$ cat src/design/dpw_pkg.sv
// Package for the depth pixel to world point block: shared widths, register
// indices, reset values and the camera point beat type.
// No dependencies.
package dpw_pkg;

    // Configuration register indices
    typedef enum logic [2:0] {
        CFG_ROT_ROW0  = 3'd0,
        CFG_ROT_ROW1  = 3'd1,
        CFG_ROT_ROW2  = 3'd2,
        CFG_TRANS     = 3'd3,
        CFG_PP        = 3'd4,
        CFG_INV_FOCAL = 3'd5,
        CFG_MAX_DEPTH = 3'd6
    } t_cfg_idx;

    localparam int CFG_IDX_W  = 3;
    localparam int CFG_DATA_W = 60;

    // Register widths
    localparam int ROT_ROW_W = 48;
    localparam int ROT_W     = 16;
    localparam int TRANS_W   = 60;
    localparam int TCOMP_W   = 20;
    localparam int PP_W      = 28;
    localparam int PPC_W     = 14;
    localparam int IFOC_W    = 48;
    localparam int IFC_W     = 24;
    localparam int DEPTH_W   = 16;

    // Field widths
    localparam int PIX_W    = 10;
    localparam int COLOUR_W = 8;
    localparam int WORLD_W  = 24;

    // Datapath widths
    localparam int DX_W   = 15;                     // 16*pix - c, Q.4
    localparam int ZS_W   = DEPTH_W + 1;            // depth as signed
    localparam int DZ_W   = DX_W + ZS_W;            // dx*z
    localparam int DZF_W  = DZ_W + IFC_W + 1;       // dx*z*inv_f, Q.28
    localparam int XC_W   = DZF_W - 20;             // camera x/y, Q.8 mm
    localparam int ZC_W   = DEPTH_W + 8 + 1;        // camera z, Q.8 mm signed
    localparam int PXY_W  = ROT_W + XC_W;
    localparam int PZ_W   = ROT_W + ZC_W;
    localparam int ACC_W  = 56;                     // world sum, Q.22 mm
    localparam int RND_W  = ACC_W - 22;

    // Reset values
    localparam logic [ROT_ROW_W-1:0] ROT_ROW0_RST  = 48'd16384;
    localparam logic [ROT_ROW_W-1:0] ROT_ROW1_RST  = 48'd1073741824;
    localparam logic [ROT_ROW_W-1:0] ROT_ROW2_RST  = 48'd70368744177664;
    localparam logic [TRANS_W-1:0]   TRANS_RST     = 60'd0;
    localparam logic [PP_W-1:0]      PP_RST        = 28'd66458712;
    localparam logic [IFOC_W-1:0]    IFOC_RST      = 48'd542340316804;
    localparam logic [DEPTH_W-1:0]   MAX_DEPTH_RST = 16'd3500;

    localparam logic signed [WORLD_W-1:0] WORLD_MAX = 24'sh7FFFFF;
    localparam logic signed [WORLD_W-1:0] WORLD_MIN = -24'sh800000;

    // Camera-frame point, Q.8 mm
    typedef struct packed {
        logic signed [XC_W-1:0] xc;
        logic signed [XC_W-1:0] yc;
        logic signed [ZC_W-1:0] zc;
    } t_cam_point;

    typedef struct packed {
        logic [COLOUR_W-1:0] red;
        logic [COLOUR_W-1:0] green;
        logic [COLOUR_W-1:0] blue;
    } t_colour;

endpackage

$ cat src/design/dpw_rigid_row.sv
// One row of the rigid transform: dot product of a rotation row with the
// camera point, plus translation, rounding and 24-bit saturation.
// Depends on dpw_pkg. Four register stages.
module dpw_rigid_row (
    input  logic                              i_clk,
    input  logic [dpw_pkg::ROT_ROW_W-1:0]     i_rot_row,
    input  logic signed [dpw_pkg::TCOMP_W-1:0] i_trans,
    input  dpw_pkg::t_cam_point               i_pt,
    output logic signed [dpw_pkg::WORLD_W-1:0] o_world
);
    import dpw_pkg::*;

    localparam logic signed [ACC_W-1:0] ROUND_HALF = ACC_W'(64'sd1 <<< 21);

    logic signed [ROT_W-1:0]   w_r0, w_r1, w_r2;
    logic signed [PXY_W-1:0]   r_p0, r_p1;
    logic signed [PZ_W-1:0]    r_p2;
    logic signed [TCOMP_W-1:0] r_t;
    logic signed [ACC_W-1:0]   r_sum_a, r_sum_b, r_acc;
    logic signed [ACC_W-1:0]   w_t_q22;
    logic signed [ACC_W-1:0]   w_shift;
    logic signed [WORLD_W-1:0] n_world;

    assign w_r0 = $signed(i_rot_row[ROT_W-1:0]);
    assign w_r1 = $signed(i_rot_row[2*ROT_W-1:ROT_W]);
    assign w_r2 = $signed(i_rot_row[3*ROT_W-1:2*ROT_W]);

    // Stage 1: the three products
    always_ff @(posedge i_clk) begin
        r_p0 <= PXY_W'(w_r0) * PXY_W'(i_pt.xc);
        r_p1 <= PXY_W'(w_r1) * PXY_W'(i_pt.yc);
        r_p2 <= PZ_W'(w_r2) * PZ_W'(i_pt.zc);
        r_t  <= i_trans;
    end

    // Stage 2: pairwise sums; translation moved to Q.22 with the rounding half
    assign w_t_q22 = ACC_W'(r_t) <<< 22;

    always_ff @(posedge i_clk) begin
        r_sum_a <= ACC_W'(r_p0) + ACC_W'(r_p1);
        r_sum_b <= ACC_W'(r_p2) + w_t_q22 + ROUND_HALF;
    end

    // Stage 3: full sum
    always_ff @(posedge i_clk) begin
        r_acc <= r_sum_a + r_sum_b;
    end

    // Stage 4: floor shift to mm and saturate
    assign w_shift = r_acc >>> 22;

    always_comb begin
        if (w_shift > ACC_W'(WORLD_MAX)) begin
            n_world = WORLD_MAX;
        end else if (w_shift < ACC_W'(WORLD_MIN)) begin
            n_world = WORLD_MIN;
        end else begin
            n_world = w_shift[WORLD_W-1:0];
        end
    end

    always_ff @(posedge i_clk) begin
        o_world <= n_world;
    end

endmodule

$ cat config.mk
export PLATFORM = sky130hd
export DESIGN_NAME = dpw_rigid_row
export DESIGN_NICKNAME = d
export VERILOG_FILES = /design/src/design/dpw_pkg.sv /design/src/design/dpw_rigid_row.sv
export SDC_FILE = /design/constraint.sdc
export NUM_CORES = 2
export LEC_CHECK = 0
export ABC_AREA = 1
export ABC_CLOCK_PERIOD_IN_PS = 7200
export BUFFER_PORTS_ARGS = -buffer_cell sky130_fd_sc_hd__buf_2
export CAP_MARGIN = 10
export CORE_MARGIN = 1
export CORE_UTILIZATION = 65
export DETAILED_ROUTE_END_ITERATION = 16
export PLACE_DENSITY = 0.8
export RECOVER_POWER = 50
export SLEW_MARGIN = 20
export SYNTH_ARGS = -nofsm -noshare
export SYNTH_HDL_FRONTEND = slang
export SYNTH_SLANG_ARGS = --single-unit
$ cat constraint.sdc
create_clock -name i_clk -period 7.2 [get_ports i_clk]
set_input_delay 0.72 -clock i_clk [delete_from_list [all_inputs] [get_ports i_clk]]
set_output_delay 0.72 -clock i_clk [all_outputs]
set_load 0.01 [all_outputs]
==> impl_metrics.env <==
export IMPL_rows=126
export IMPL_cts_sinks=322
export IMPL_seq_area_um2=6450
export IMPL_startpoint_type="input pin"
export IMPL_cp_end_kind="flip-flop"
export IMPL_drive_gt1_frac=0.0417
export IMPL_netlist_instances=11054
export IMPL_grt_max_degree=39
export IMPL_cts_tree="built"
export IMPL_synth_top_area_frac=0.385
export IMPL_hold_buffers=0
export IMPL_cts_path_max_buffers=3
export IMPL_io_pins=192
export IMPL_portBuffers=191
export IMPL_ys_seq_area_frac=0.0826
export IMPL_relSlewSlack=-0.0960
export IMPL_start_util=0.658
export IMPL_outcome="finished, violations left"
export IMPL_cts_root_buf="clkbuf_16"
export IMPL_syn_area_um2=78000
export IMPL_postSynthNetCount=13198
export IMPL_path_max_fanout=37
export IMPL_postCtsSetupRepairBufs=0
export IMPL_rsz0062_at_grt="false"
export IMPL_synth_area_per_cell_um2=7.06
export IMPL_cap_violations=2
export IMPL_synth_cell_type_count=38
export IMPL_antenna_found_initial=14
export IMPL_drc=0
export IMPL_fillCellCount=10282
export IMPL_setup_tns_ps=0
export IMPL_areaGrowthSynthToFinish_pct=4.36
export IMPL_gr_total_overflow=0
export IMPL_vias=66881
export IMPL_synthTopCellsByCount="nand2_1 (3471), inv_1 (3338), fa_1 (1502)"
export IMPL_cts_made_buffers=38
export IMPL_violations="max-capacitance violations, max-slew violations"
export IMPL_synth_edf_count=0
export IMPL_first_pass_iters=6
export IMPL_synthTopCellsByArea="fa_1 (39%), nand2_1 (17%), inv_1 (16%)"
export IMPL_synth_seq_cells=322
export IMPL_wl_per_cell_um=18.1
export IMPL_synth_main_ff_cell="dfxtp_1"
export IMPL_die_w_um=348
export IMPL_finalSetupViolations=0
export IMPL_crit_type="input pin to flip-flop"
export IMPL_fin_crit_ps=6440
export IMPL_hold_path_class="input pin to flip-flop"
export IMPL_timing_fmax_mhz=155
export IMPL_grt_pass1_vias=69268
export IMPL_synth_top_area_cell="fa_1"
export IMPL_routed_via_density=5.30
export IMPL_cts_htree_levels=2
export IMPL_drv_slew=38
export IMPL_fin_nets=13133
export IMPL_skew_ps=21.2
export IMPL_ys_warn_count=0
export IMPL_grt_use_total=0.385
export IMPL_worstPathArrival_ps=6860
export IMPL_min_period_over_period=0.895
export IMPL_tightest_slew_ps=1640
export IMPL_gp_congestion=1.03
export IMPL_routed_wirelength_um=228000
export IMPL_die_y_um=348
export IMPL_cp_required_ps=7620
export IMPL_ctsResizeCount=0
export IMPL_hpwl_um=193000
export IMPL_rrSetupSlack_ps=4050
export IMPL_insertion_delay_ps=580
export IMPL_async_flop_share=0
export IMPL_yosysMostFrequentCell="nand2_1"
export IMPL_final_hold_violation_count=0
export IMPL_grt_first_pass_wirelength_um=365000
export IMPL_path_clk_slew_ps=60
export IMPL_dieArea_um2=121000
export IMPL_drtIter0Drc=5527
export IMPL_core_area_um2=119000
export IMPL_drtAntennaViolNets=0
export IMPL_multi_input_area_um2=57600
==> through the flow <==
stage	hold slack (ps)	setup WS, ps	area (um2)	util	std cells
floorplan	310	1290	78000	-	11054
global placement	313	327	80100	0.676	12549
detailed placement	312	282	80100	0.676	12549
CTS	215	878	81500	0.688	12618
global route	220	530	81400	0.687	12623
finish	242	757	81400	0.687	12625
==> critical path, stage by stage <==
cell	delay, ps
buf_2	640
nand2_1	220
fa_1	580
inv_1	60
fa_1	550
inv_1	60
fa_1	500
inv_1	50
fa_1	510
fa_1	510
inv_1	50
fa_1	480
inv_1	50
ha_1	340
nand2_1	140
nor2_1	310
nand2_1	120
inv_1	130
nand2_1	110
inv_1	70
nand2_1	50
nand2_1	140
xor2_1	430
==> layer usage <==
metal  global-route usage  share of wire  wire length (um)  vias up
li1                     -              -                 -    30899
met1                0.509           0.40             91200    32060
met2                0.643           0.47            107000     3228
met3               0.0617          0.092             21100      688
met4                0.134          0.039              8800        6
met5              0.00440        0.00031                70        -
==> layout by cell type, fill, tap and decap left out, types with 7 or more instances in the layout <==
cell | synthesis | final
nand2_1 | 3471 | 3477
inv_1 | 3338 | 3338
fa_1 | 1502 | 1502
nor2_1 | 490 | 494
ha_1 | 474 | 474
dfxtp_1 | 322 | 322
nand3_1 | 240 | 245
a21oi_1 | 230 | 230
buf_2 | 0 | 164
xor2_1 | 115 | 115
o21ai_0 | 96 | 97
nand4_1 | 90 | 90
buf_4 | 0 | 51
nor2_2 | 54 | 50
xnor2_1 | 46 | 46
nand2_2 | 45 | 39
clkbuf_16 | 0 | 38
clkbuf_1 | 310 | 31
o21bai_1 | 26 | 26
or2_2 | 24 | 24
nor3_1 | 20 | 23
nor3_2 | 22 | 19
nand3b_1 | 13 | 13
inv_2 | 13 | 13
nor2_4 | 12 | 12
nand3_2 | 17 | 12
diode_2 | 0 | 7
a21o_1 | 7 | 7
clkbuf_8 | 0 | 7
==> flip-flops by register name, indices dropped and copies added (netlist names) <==
register and cells:
r_p2 41, r_p1 53, r_t 20, o_world 24
r_sum_a 54, r_p0 53, r_acc 33, r_sum_b 44
==> logic make-up after synthesis <==
| group | Yosys count | synth area share |
|---|---|---|
| AOI/OAI and AO/OA | 377 | 0.0259 |
| buffers and inverters | 3703 | 0.178 |
| and+or+nand+nor | 4515 | 0.234 |
| adders and majority gates | 1976 | 0.461 |
| xor gates and xnor gates | 161 | 0.0181 |
| DFF | 322 | 0.0826 |
==> worst paths after layout <==
check / start / to / cells past startpoint
worst min register to register: r_p2[1]$_DFF_P_ / r_sum_b[1]$_DFF_P_ / 0
worst max register to register: r_p1[0]$_DFF_P_ / r_sum_a[48]$_DFF_P_ / 14
worst max-delay path: i_rot_row[1] / r_p0[33]$_DFF_P_ / 23
worst min-delay path: i_trans[3] / r_t[3]$_DFF_P_ / 1
==> final cells by class <==
cell class                 count  area share
multi-input combinational   7029       0.707
inverter                    3351       0.155
sequential                   322      0.0792
tap                         1600      0.0246
timing repair buffer         247      0.0169
clock buffer                  47      0.0130
clock inverter                22     0.00424
antenna                        7    0.000215
Power is not shown: default switching activity piles up to over one toggle a cycle in this logic, so the estimate is an artifact.
